`src/hdl/sha256_pkg.sv`:
```
// SHA-256 shared package: round constants, initial hash values, round helpers.
// Used by sha256_ctrl, sha256_dp and the top level. No dependencies.
`timescale 1ns / 1ps
package sha256_pkg;

  typedef logic [31:0] word_t;

  // Controller-to-datapath commands
  typedef struct packed {
    logic load_byte;   // write byte into block buffer at fill position
    logic pad_sel;     // byte source: 0 = input, 1 = pad/length generator
    logic start;       // copy chaining value into working variables
    logic round_en;    // perform one round
    logic finish;      // add working variables into chaining value
    logic clear;       // return to initial state for next message
    logic count_en;    // advance message byte count
  } sha256_cmd_t;

  // Datapath-to-controller status
  typedef struct packed {
    logic       last_round;  // round index is 63
    logic [5:0] fill;        // bytes held in the current block
    logic       len_blk;     // current pad block carries the bit length
  } sha256_sts_t;

  localparam logic [7:0] PAD_BYTE = 8'h80;
  localparam logic [5:0] LEN_POS  = 6'd56;

  localparam word_t INIT_H [8] = '{
    32'h6a09e667, 32'hbb67ae85, 32'h3c6ef372, 32'ha54ff53a,
    32'h510e527f, 32'h9b05688c, 32'h1f83d9ab, 32'h5be0cd19
  };

  function automatic word_t round_k(input logic [5:0] idx);
    word_t k;
    case (idx)
      6'd0: k = 32'h428a2f98;  6'd1: k = 32'h71374491;  6'd2: k = 32'hb5c0fbcf;
      6'd3: k = 32'he9b5dba5;  6'd4: k = 32'h3956c25b;  6'd5: k = 32'h59f111f1;
      6'd6: k = 32'h923f82a4;  6'd7: k = 32'hab1c5ed5;  6'd8: k = 32'hd807aa98;
      6'd9: k = 32'h12835b01;  6'd10: k = 32'h243185be; 6'd11: k = 32'h550c7dc3;
      6'd12: k = 32'h72be5d74; 6'd13: k = 32'h80deb1fe; 6'd14: k = 32'h9bdc06a7;
      6'd15: k = 32'hc19bf174; 6'd16: k = 32'he49b69c1; 6'd17: k = 32'hefbe4786;
      6'd18: k = 32'h0fc19dc6; 6'd19: k = 32'h240ca1cc; 6'd20: k = 32'h2de92c6f;
      6'd21: k = 32'h4a7484aa; 6'd22: k = 32'h5cb0a9dc; 6'd23: k = 32'h76f988da;
      6'd24: k = 32'h983e5152; 6'd25: k = 32'ha831c66d; 6'd26: k = 32'hb00327c8;
      6'd27: k = 32'hbf597fc7; 6'd28: k = 32'hc6e00bf3; 6'd29: k = 32'hd5a79147;
      6'd30: k = 32'h06ca6351; 6'd31: k = 32'h14292967; 6'd32: k = 32'h27b70a85;
      6'd33: k = 32'h2e1b2138; 6'd34: k = 32'h4d2c6dfc; 6'd35: k = 32'h53380d13;
      6'd36: k = 32'h650a7354; 6'd37: k = 32'h766a0abb; 6'd38: k = 32'h81c2c92e;
      6'd39: k = 32'h92722c85; 6'd40: k = 32'ha2bfe8a1; 6'd41: k = 32'ha81a664b;
      6'd42: k = 32'hc24b8b70; 6'd43: k = 32'hc76c51a3; 6'd44: k = 32'hd192e819;
      6'd45: k = 32'hd6990624; 6'd46: k = 32'hf40e3585; 6'd47: k = 32'h106aa070;
      6'd48: k = 32'h19a4c116; 6'd49: k = 32'h1e376c08; 6'd50: k = 32'h2748774c;
      6'd51: k = 32'h34b0bcb5; 6'd52: k = 32'h391c0cb3; 6'd53: k = 32'h4ed8aa4a;
      6'd54: k = 32'h5b9cca4f; 6'd55: k = 32'h682e6ff3; 6'd56: k = 32'h748f82ee;
      6'd57: k = 32'h78a5636f; 6'd58: k = 32'h84c87814; 6'd59: k = 32'h8cc70208;
      6'd60: k = 32'h90befffa; 6'd61: k = 32'ha4506ceb; 6'd62: k = 32'hbef9a3f7;
      default: k = 32'hc67178f2;
    endcase
    return k;
  endfunction

  function automatic word_t rotr(input word_t x, input int unsigned n);
    return (x >> n) | (x << (32 - n));
  endfunction

endpackage

```
`src/hdl/sha256_dp.sv`:
```
// SHA-256 datapath: block buffer / schedule window, working variables,
// chaining value, byte counter and pad byte generator. Depends on sha256_pkg.
`timescale 1ns / 1ps
module sha256_dp (
  input  logic                  clk,
  input  logic                  rst_n,
  input  sha256_pkg::sha256_cmd_t cmd,
  input  logic [7:0]            in_byte,
  output sha256_pkg::sha256_sts_t sts,
  output logic [255:0]          digest
);

  sha256_pkg::word_t w_r [16];
  sha256_pkg::word_t v_r [8];
  sha256_pkg::word_t h_r [8];
  logic [5:0]  fill_r;
  logic [5:0]  rnd_r;
  logic [60:0] cnt_r;
  logic        pad_done_r;
  logic        spill_r;      // pad block too full for the length, zeros only

  logic [7:0]  pad_byte;
  logic [7:0]  byte_sel;
  logic [63:0] bit_len;
  logic [2:0]  len_idx;
  sha256_pkg::word_t w_cur, w15, w2, w7, g0, g1, s0, s1, ch, maj, t1, t2;

  assign bit_len = {cnt_r, 3'b000};
  assign len_idx = fill_r[2:0];

  // Pick the pad stream byte: 0x80 once, zeros, then the big-endian bit length
  always_comb begin
    if (!pad_done_r) pad_byte = sha256_pkg::PAD_BYTE;
    else if (!spill_r && fill_r >= sha256_pkg::LEN_POS) pad_byte = bit_len[(7 - len_idx) * 8 +: 8];
    else pad_byte = 8'h00;
    byte_sel = cmd.pad_sel ? pad_byte : in_byte;
  end

  // Round logic on the rolling schedule window
  always_comb begin
    w15 = w_r[rnd_r[3:0] + 4'd1];
    w2  = w_r[rnd_r[3:0] + 4'd14];
    w7  = w_r[rnd_r[3:0] + 4'd9];
    g0  = sha256_pkg::rotr(w15, 7) ^ sha256_pkg::rotr(w15, 18) ^ (w15 >> 3);
    g1  = sha256_pkg::rotr(w2, 17) ^ sha256_pkg::rotr(w2, 19) ^ (w2 >> 10);
    w_cur = (rnd_r < 6'd16) ? w_r[rnd_r[3:0]] : (w_r[rnd_r[3:0]] + g0 + w7 + g1);
    s1  = sha256_pkg::rotr(v_r[4], 6) ^ sha256_pkg::rotr(v_r[4], 11)
        ^ sha256_pkg::rotr(v_r[4], 25);
    ch  = (v_r[4] & v_r[5]) ^ (~v_r[4] & v_r[6]);
    t1  = v_r[7] + s1 + ch + sha256_pkg::round_k(rnd_r) + w_cur;
    s0  = sha256_pkg::rotr(v_r[0], 2) ^ sha256_pkg::rotr(v_r[0], 13)
        ^ sha256_pkg::rotr(v_r[0], 22);
    maj = (v_r[0] & v_r[1]) ^ (v_r[0] & v_r[2]) ^ (v_r[1] & v_r[2]);
    t2  = s0 + maj;
  end

  // Schedule window: byte writes while filling, rolling words in rounds
  always_ff @(posedge clk) begin
    if (cmd.load_byte) begin
      w_r[fill_r[5:2]][(3 - fill_r[1:0]) * 8 +: 8] <= byte_sel;
    end else if (cmd.round_en) begin
      w_r[rnd_r[3:0]] <= w_cur;
    end
  end

  // Control registers and hash state
  always_ff @(posedge clk) begin
    if (!rst_n || cmd.clear) begin
      fill_r     <= '0;
      rnd_r      <= '0;
      cnt_r      <= '0;
      pad_done_r <= 1'b0;
      spill_r    <= 1'b0;
      for (int i = 0; i < 8; i++) begin
        h_r[i] <= sha256_pkg::INIT_H[i];
        v_r[i] <= '0;
      end
    end else begin
      if (cmd.load_byte) begin
        fill_r <= fill_r + 6'd1;
        if (cmd.pad_sel) begin
          pad_done_r <= 1'b1;
          // 0x80 past the length slot pushes the length into an extra block
          if (!pad_done_r) spill_r <= (fill_r >= sha256_pkg::LEN_POS) && (fill_r != 6'd63);
          else if (fill_r == 6'd63) spill_r <= 1'b0;
        end
      end
      if (cmd.count_en) cnt_r <= cnt_r + 61'd1;
      if (cmd.start) begin
        for (int i = 0; i < 8; i++) v_r[i] <= h_r[i];
        rnd_r <= '0;
      end else if (cmd.round_en) begin
        v_r[7] <= v_r[6]; v_r[6] <= v_r[5]; v_r[5] <= v_r[4]; v_r[4] <= v_r[3] + t1;
        v_r[3] <= v_r[2]; v_r[2] <= v_r[1]; v_r[1] <= v_r[0]; v_r[0] <= t1 + t2;
        rnd_r <= rnd_r + 6'd1;
      end
      if (cmd.finish) begin
        for (int i = 0; i < 8; i++) h_r[i] <= h_r[i] + v_r[i];
      end
    end
  end

  assign sts.last_round = (rnd_r == 6'd63);
  assign sts.fill       = fill_r;
  assign sts.len_blk    = pad_done_r && !spill_r;
  assign digest = {h_r[0], h_r[1], h_r[2], h_r[3], h_r[4], h_r[5], h_r[6], h_r[7]};

endmodule

```
`src/hdl/sha256_ctrl.sv`:
```
// SHA-256 controller: input handshake, padding sequence and compression control.
// Depends on sha256_pkg; drives sha256_dp through command/status structs.
`timescale 1ns / 1ps
module sha256_ctrl (
  input  logic                    clk,
  input  logic                    rst_n,
  input  logic                    in_tvalid,
  output logic                    in_tready,
  input  logic                    in_present,
  input  logic                    in_last,
  output logic                    out_tvalid,
  input  logic                    out_tready,
  input  sha256_pkg::sha256_sts_t sts,
  output sha256_pkg::sha256_cmd_t cmd,
  output logic                    cap
);

  typedef enum logic [2:0] {
    S_IDLE, S_START, S_ROUND, S_FINISH, S_PAD, S_DONE, S_HOLD
  } state_t;

  state_t state_r, state_nxt;
  logic   pad_mode_r, pad_mode_nxt;   // compression belongs to the pad run
  logic   out_valid_r, out_valid_nxt;
  logic   len_written_r;              // block holding the bit length went in
  logic   acc;

  assign in_tready  = (state_r == S_IDLE);
  assign out_tvalid = out_valid_r;
  assign acc        = in_tvalid && in_tready;

  always_comb begin
    state_nxt     = state_r;
    pad_mode_nxt  = pad_mode_r;
    out_valid_nxt = out_valid_r;
    cmd           = '0;
    cap           = 1'b0;
    if (out_valid_r && out_tready) out_valid_nxt = 1'b0;
    case (state_r)
      S_IDLE: begin
        if (acc) begin
          cmd.load_byte = in_present;
          cmd.count_en  = in_present;
          pad_mode_nxt  = in_last;
          if (in_present && sts.fill == 6'd63) state_nxt = S_START;
          else if (in_last) state_nxt = S_PAD;
        end
      end
      S_START: begin
        cmd.start = 1'b1;
        state_nxt = S_ROUND;
      end
      S_ROUND: begin
        cmd.round_en = 1'b1;
        if (sts.last_round) state_nxt = S_FINISH;
      end
      S_FINISH: begin
        cmd.finish = 1'b1;
        if (!pad_mode_r) state_nxt = S_IDLE;
        else if (sts.fill == 6'd0 && len_written_r) state_nxt = S_DONE;
        else state_nxt = S_PAD;
      end
      S_PAD: begin
        // emit one pad stream byte per cycle
        cmd.load_byte = 1'b1;
        cmd.pad_sel   = 1'b1;
        if (sts.fill == 6'd63) state_nxt = S_START;
      end
      S_DONE: begin
        // capture the digest once the output register is free
        if (!out_valid_r || out_tready) begin
          cap           = 1'b1;
          out_valid_nxt = 1'b1;
          cmd.clear     = 1'b1;
          pad_mode_nxt  = 1'b0;
          state_nxt     = S_IDLE;
        end
      end
      default: state_nxt = S_IDLE;
    endcase
  end

  always_ff @(posedge clk) begin
    if (!rst_n) begin
      state_r       <= S_IDLE;
      pad_mode_r    <= 1'b0;
      out_valid_r   <= 1'b0;
      len_written_r <= 1'b0;
    end else begin
      state_r     <= state_nxt;
      pad_mode_r  <= pad_mode_nxt;
      out_valid_r <= out_valid_nxt;
      // Length bytes end the block only when the full pad stream went in
      if (cmd.clear) len_written_r <= 1'b0;
      else if (cmd.pad_sel && sts.fill == 6'd63 && sts.len_blk) len_written_r <= 1'b1;
    end
  end

endmodule

```
`src/hdl/sha256_byte_stream_hasher_core.sv`:
```
// SHA-256 byte stream hasher, top level. Depends on sha256_pkg, sha256_ctrl,
// sha256_dp.
`timescale 1ns / 1ps
// One message byte is taken per cycle while a block fills; the 64th byte of a
// block starts a compression (one load, 64 rounds, one chaining add), during
// which in_tready is low. The last item runs the pad stream one byte per cycle
// up to the block end (on into an extra block when the pad spills), each block
// followed by a compression, and the digest then lands in the output register.
// The next message is taken while that digest waits; a following digest holds
// the block, with in_tready low, until the waiting one has been taken. The
// single shared round unit sets this sequence.
module sha256_byte_stream_hasher_core (
  input  logic         clk,
  input  logic         rst_n,
  input  logic         in_tvalid,
  output logic         in_tready,
  input  logic [7:0]   in_tdata,   // [7:0] data_byte
  input  logic         in_tuser,   // [0] byte_present
  input  logic         in_tlast,   // end_of_message
  output logic         out_tvalid,
  input  logic         out_tready,
  output logic [255:0] out_tdata   // digest_word_0..3, word 0 in the lowest bits
);

  sha256_pkg::sha256_cmd_t cmd;
  sha256_pkg::sha256_sts_t sts;
  logic [255:0] digest;
  logic [255:0] out_data_r;
  logic         cap;

  sha256_ctrl u_ctrl (
    .clk, .rst_n, .in_tvalid, .in_tready,
    .in_present (in_tuser), .in_last (in_tlast),
    .out_tvalid, .out_tready, .sts, .cmd, .cap
  );

  sha256_dp u_dp (
    .clk, .rst_n, .cmd, .in_byte (in_tdata), .sts, .digest
  );

  // Hold the finished digest, word 0 lowest
  always_ff @(posedge clk) begin
    if (cap) out_data_r <= {digest[63:0], digest[127:64], digest[191:128], digest[255:192]};
  end

  assign out_tdata = out_data_r;

endmodule

```
`config.mk`:
```
export PLATFORM = sky130hd
export DESIGN_NAME = sha256_byte_stream_hasher_core
export DESIGN_NICKNAME = d
export VERILOG_FILES = /design/src/hdl/sha256_pkg.sv /design/src/hdl/sha256_dp.sv /design/src/hdl/sha256_ctrl.sv /design/src/hdl/sha256_byte_stream_hasher_core.sv
export SDC_FILE = /design/constraint.sdc
export NUM_CORES = 2
export LEC_CHECK = 0
export BUFFER_PORTS_ARGS = -buffer_cell sky130_fd_sc_hd__buf_2
export CORE_UTILIZATION = 65
export CTS_BUF_LIST = sky130_fd_sc_hd__clkbuf_8
export DETAILED_ROUTE_END_ITERATION = 10
export HOLD_SLACK_MARGIN = 0.12
export PLACE_DENSITY = 0.92
export SYNTH_ARGS = -nofsm -noshare
export SYNTH_HDL_FRONTEND = slang
export SYNTH_SLANG_ARGS = --single-unit
export TNS_END_PERCENT = 10
```
`constraint.sdc`:
```
create_clock -name clk -period 35.7 [get_ports clk]
set_input_delay 0 -clock clk [delete_from_list [all_inputs] [get_ports clk]]
set_output_delay 0 -clock clk [all_outputs]
set_load 0.02 [all_outputs]
```
### Word level (Yosys, flattened, before mapping)

Memory sizes are Yosys's and may differ from the RTL's. A register that Yosys moved wholly into a read port is not among the register bits.
Index checks and enable logic that the tools add are counted.

* register bits after elaboration: 337
* bits in writable memories: 1024
* bits in read-only memories: 2048
* bits of input ports: 14
* output and inout bits: 258
* logic and storage cells: 213
* memories: 4

Memories
* (no name shown): depth 64, bits a word 32, read ports 1, clocked after Yosys merged registers in 1, write ports 0, RTL line sha256_pkg.sv:36 `case (idx)`
* u_dp.w_r: depth 16, bits a word 32, read ports 4, clocked after Yosys merged registers in 1, write ports 1, RTL line sha256_dp.sv:13 `sha256_pkg::word_t w_r [16];`
* u_dp.h_r: depth 8, bits a word 32, read ports 8, clocked after Yosys merged registers in 0, write ports 8, RTL line sha256_dp.sv:15 `sha256_pkg::word_t h_r [8];`
* u_dp.v_r: depth 8, bits a word 32, read ports 8, clocked after Yosys merged registers in 0, write ports 8, RTL line sha256_dp.sv:14 `sha256_pkg::word_t v_r [8];`

* add/subtract/negate cells: 27
* order comparisons: 2
* eq/ne operators: 14
* shift-type cells: 3
* mux-type cells: 77
* bitwise operators: 52
* reduce and logical (&&, ||, !) cells: 24

Operators by type and width (count)
* $mux 32: 28
* $add 32x32->32: 18
* $xor 32x32->32: 9
* $and 32x32->32: 5
* $shiftx 64x33->8: 1
* $add 61x1->61 const B: 1
* $neg 32->34: 1
* $shift 8x34->32 const A: 1
* $shiftx 8x34->32: 1
* $not 32->32: 1
* $or 10x32->32: 1
* $or 13x32->32: 1
* $or 14x32->32: 1
* $or 15x32->32: 1
* $or 19x32->32: 1
* $or 21x32->32: 1
* $or 25x32->32: 1
* $or 26x32->32: 1
* $or 30x32->32: 1
* $or 7x32->32: 1
* $reduce_or 32->1: 1
* $xor 32x22->32: 1
* $xor 32x29->32: 1
* $mux 1: 31
* 33 further kinds: 89

### Longest topological paths before layout

An unclocked memory read counts as a cell.

* depth after elaboration: 12
* gate-level depth with buffers: 51
* depth with buffers taken out: 49

### By module

A second synthesis with hierarchy kept.

* cells, all modules: 7290
* area, all modules: 88383.5 µm²

Modules (own cells, without submodules)
* sha256_dp: times used 1, cells each 6980, area an instance 80231.9 µm², seq. area each 32331.0 µm²
* sha256_byte_stream_hasher_core: times used 1, cells each 256, area an instance 7687.4 µm², seq. area each 7687.4 µm²
* sha256_ctrl: times used 1, cells each 54, area an instance 464.2 µm², seq. area each 120.1 µm²

### Worst setup path after synthesis

No wires, ideal clock.

* kind: register to register
* start point: reg u_ctrl.state_r[0]
* end point: mem u_dp.v_r[0][0] (netlist bit), enable pin
* data arrival time: 17294 ps
* required time: 34799 ps
* path slack: 17506 ps
* stages on the path, launching flop included: 8
* buffers on the path: 2
* path through: dfxtp_1 -> nor2b_1 -> nand2_1 -> nor2_1 -> nor2b_1 -> clkbuf_1 -> clkbuf_1 -> o21ai_0

RTL lines
* start: declaration: RTL line sha256_ctrl.sv:22 `state_t state_r, state_nxt;`
* start signal: assignment: RTL line sha256_ctrl.sv:90 `state_r <= state_nxt;`
* end: declaration: RTL line sha256_dp.sv:14

==> results.md <==
Synth:
- Of the post-synthesis cell area, the dominant cell type holds 41.4%.
- The unique cell type count in the Yosys netlist is 90.
- Of all flip-flops after synthesis, the portion carrying an async set or reset was 0%.
- The number of warnings issued by yosys is 0.
- Synthesis handed over a netlist of 7203 instances.
- Among all flip-flop cells after synthesis, the most frequent one is edfxtp_1.
- The count of flip-flops with a built-in enable after synthesis is 1216.
- The cell with the most instances after synthesis is edfxtp_1.
- The post-synth net total is 7809.
- By area the synthesized netlist is led by edfxtp_1 41%, mux4_2 13%, ha_1 5.6%.
- After synthesis the cells add up to 0.0882 mm².
- A synthesized cell averages 12.3 µm².
- The largest total area in the synthesized netlist belongs to edfxtp_1.
- The number of flip-flops and latches in the synthesized netlist is 1397.
- Summing the sequential cell areas from Yosys gives 45.5% of the chip area.
- In the synthesized netlist, the cells that appear most often are 1216 x edfxtp_1, 555 x nor2_1, 527 x mux4_2.

CTS:
- The deepest clock path buffer count is 3.
- Clock tree synthesis found a total of 1397 sinks.
- In this run the number of H-tree levels came out at 4.
- The root buffer cell chosen for the clock tree is clkbuf_8.
- The post-CTS resize count is 0.
- Once the clock tree was built, the setup fixing pass inserted 0 buffers.
- Clock tree synthesis inserted a total of 219 buffers.
- The number of hold buffers added after CTS is 22.
- After clock tree synthesis, the clock-pin slew on the worst setup and hold paths is 0.07 ns.
- The clock reaches the later pin of the worst-skew pair after 1.06 ns.
- The clock tree from TritonCTS is built.

Layout:
- In the final layout, the share of cells above drive strength 1 is 17.0%.
- Once layout is complete, the utilization of the core stands at 71.6%.
- Excluding fillers, the count of instances in the completed layout stands at 9388.
- The layout overhead on the synthesized area is 8.91%.
- The layout has 8637 filler cells.
- For this run, the post-layout net count is 8031.

Placement:
- The post-DP HPWL is 211 mm.
- Port buffering added 271 buffers.
- At the end of routability-driven placement, the weighted congestion stood at 1.05.
- The worst slack at placement is 21.64 ns.
- Counting tap cells, the placed design contains a total of 8947 instances.

Power and ir drop:
- For this design the ratio of total power to cell area is 101 mW/mm².
- The maximum resistive drop on vdd is 0.000255 V.
- The internal power of the cells totals 0.00512 W.
- The analysis attributes to net switching a power of 0.00455 W.
- The share of total power in the clock network is 14.8%.
- Of the total power, combinational logic draws 63.8%.
- The static leakage is 35.5 nW.
- The share of total power dissipated in sequential elements is 21.4%.
- Of the total power, the share spent switching nets is 47.1%.

Timing:
- The count of final setup violators is 0.
- Setup repair after global routing left no endpoint under its margin.
- After layout, the worst setup slack is 21.36 ns.
- The clock arrives with 0.0832 ns of skew.
- For the final routed database, the setup TNS stands at 0 ns.
- The routed design could run at a clock period as short as 14.34 ns.
- The final worst-path cycle share is 40.2%.
- The number of pins exceeding their max-slew limit in the final report came to 0.
- The worst relative slew slack is 1.15%.
- Static timing analysis puts the maximum clock frequency at 69.7 MHz.
- The count of final hold-check violations is 0.
- For the pin with the worst max-slew slack, the measured transition is 1.48 ns.

Floorplanning:
- Once the floorplan was initialized, standard cells occupied 65.8% of the core.
- The number of placement rows is 134.
- The I/O pin total is 272.
- The floorplan step defined a die boundary enclosing 0.137 mm².
- The floorplan step set the die height to 370 µm.
- The core box area is 0.134 mm².
- The die boundary width is 370 µm.

Critical path:
- The critical-path cell with the highest stage delay is dfxtp_4.
- The endpoint class of the critical path is a flip-flop.
- The biggest fanout along the worst timing path is 53.
- The arrival time at the worst endpoint is 15.08 ns.
- The required time of the critical path is 36.44 ns.
- The startpoint type of the worst setup path is a flip-flop.
- The worst stage delay on the critical path is 0.84 ns.
- The critical path in this run is classified as flip-flop to flip-flop.
- The cell type with the highest occurrence count on the critical path is fa_1.

Status:
- The run finished with clean final reports.

Routing:
- The number of routed nets with antenna violations is 0.
- After detailed routing, the number of remaining DRC violations is 0.
- Before antenna repair, the detailed router went through 10 iterations.
- In this run, the number of DRC markers left after iteration 0 of detailed routing was 10659.
- The aggregate routed wire length is 299 mm.
- In the routed layout, each cell is associated on average with a via count of 7.34.
- Detailed routing inserted a total of 68948 vias.
- The wire length per cell is 31.9 µm.

Global routing:
- The initial antenna violation count is 9.
- Entering global routing, the biggest net connects 160 pins.
- The residual overflow from global routing is 0.
- The number of global-route vias before repair is 66325.
- In the global route stage, overall resource usage came out at 43.5%.
- The first global-routing pass estimated 437 mm of wire.

Worst hold path:
- The class of the worst hold path is input port to flip-flop.

Job:
- The count of maximum capacitance violations is 0.
[routing by layer]
layer	GRT usage (%)	part of all wire [%]	vias to the layer above	wire, µm
met5	0.105	0.038	-	113
met4	27.8	8.2	6	24600
met3	13.7	14	1543	41900
met2	66.3	45	6334	134000
met1	53.8	33	33195	98900
li1	-	-	27870	-
[area by class of cell]
cell class	count	area [µm²]	area share [%]
antenna	9	22.5	0.0234
clock buffer	231	3180	3.31
clock inverter	176	1350	1.40
inverter	310	1160	1.21
multi-input combinational	5101	45600	47.5
sequential	1397	40200	41.8
tap	1768	2210	2.30
timing repair buffer	396	2390	2.49
[cell usage in the layout (no fill, tap or decap), types with 27 or more instances in the layout]
master    count
xor2_1      212
a21boi_0     27
o21bai_1     35
a211oi_1    116
edfxtp_1   1216
mux2i_1      91
buf_2       271
maj3_1       28
mux4_2      527
nor2b_1      50
nand4_1      33
inv_1       362
or3_1        37
o31ai_1      30
o22ai_1      41
and2_1       28
clkinv_1     47
a22o_1      138
nor2_1      552
nand3_1     100
nand2b_1     68
clkbuf_8    231
a31oi_1      53
buf_4        99
a21oi_1     399
xnor2_1     374
clkinv_2     38
nor3_1      125
dfxtp_1     176
a21o_1      198
and3_1       53
o21ai_0     331
fa_1        195
nand2_1     479
ha_1        396
o211ai_1     33
o21a_1       69
[power by group through the flow]
stage	Combinational, W	Sequential (W)	Clock [W]
after floorplan	0.00450	0.00202	0
after detailed placement	0.00597	0.00209	0
after global placement	0.00582	0.00209	0
after CTS	0.00604	0.00206	0.00143
final	0.00617	0.00207	0.00143
after global routing	0.00672	0.00207	0.00149
[flip-flops by register name, summed over array words and instances (netlist names), named ones only]
register,cells
u_dp.w_r,512
u_dp.pad_done_r,1
u_ctrl.state_r,3
u_dp.fill_r,6
u_ctrl.len_written_r,1
u_dp.v_r,256
u_dp.h_r,256
u_dp.cnt_r,61
u_dp.spill_r,1
out_tdata,256
u_ctrl.pad_mode_r,1
u_ctrl.out_tvalid,1
u_dp.rnd_r,6
[logic make-up after synthesis]
logic type | synth area share (%)
buf+inv | 3.03
mux | 14.6
simple gates | 8.44
fa+ha+maj | 10.4
xor+xnor | 6.03
flops | 45.5
compound gates | 12.1
[metrics by stage]
| stage | hold WS [ns] | power (W) | area [µm²] |
|---|---|---|---|
| global placement | 0.305 | 0.00791 | 91300 |
| finish | 0.250 | 0.00967 | 96100 |
| detailed placement | 0.308 | 0.00806 | 91300 |
| CTS | 0.134 | 0.00953 | 96000 |
| global route | 0.243 | 0.0103 | 96100 |
| floorplan | 0.147 | 0.00652 | 88200 |
[worst paths after layout]
path                                  startpoint  cells after the start              end  slack [ns]
worst max register to register     u_dp.rnd_r[0]                     45  u_dp.v_r[0][30]       21.36
worst max-delay path               u_dp.rnd_r[0]                     45  u_dp.v_r[0][30]       21.36
worst min register to register  u_dp.h_r[0][126]                      0    out_tdata[94]        0.45
worst min-delay path                   in_tvalid                      5    u_dp.cnt_r[0]        0.25
[critical path: cells and delay by family (launching register included)]
family	cells	cell delay, ns
fa+ha+maj	10	4.58
compound gates	16	3.85
buf+inv	5	1.65
xor+xnor	5	1.10
mux	2	1.02
simple gates	7	0.91
flops	1	0.84
Note: power is estimated with default switching activity, not from simulation.
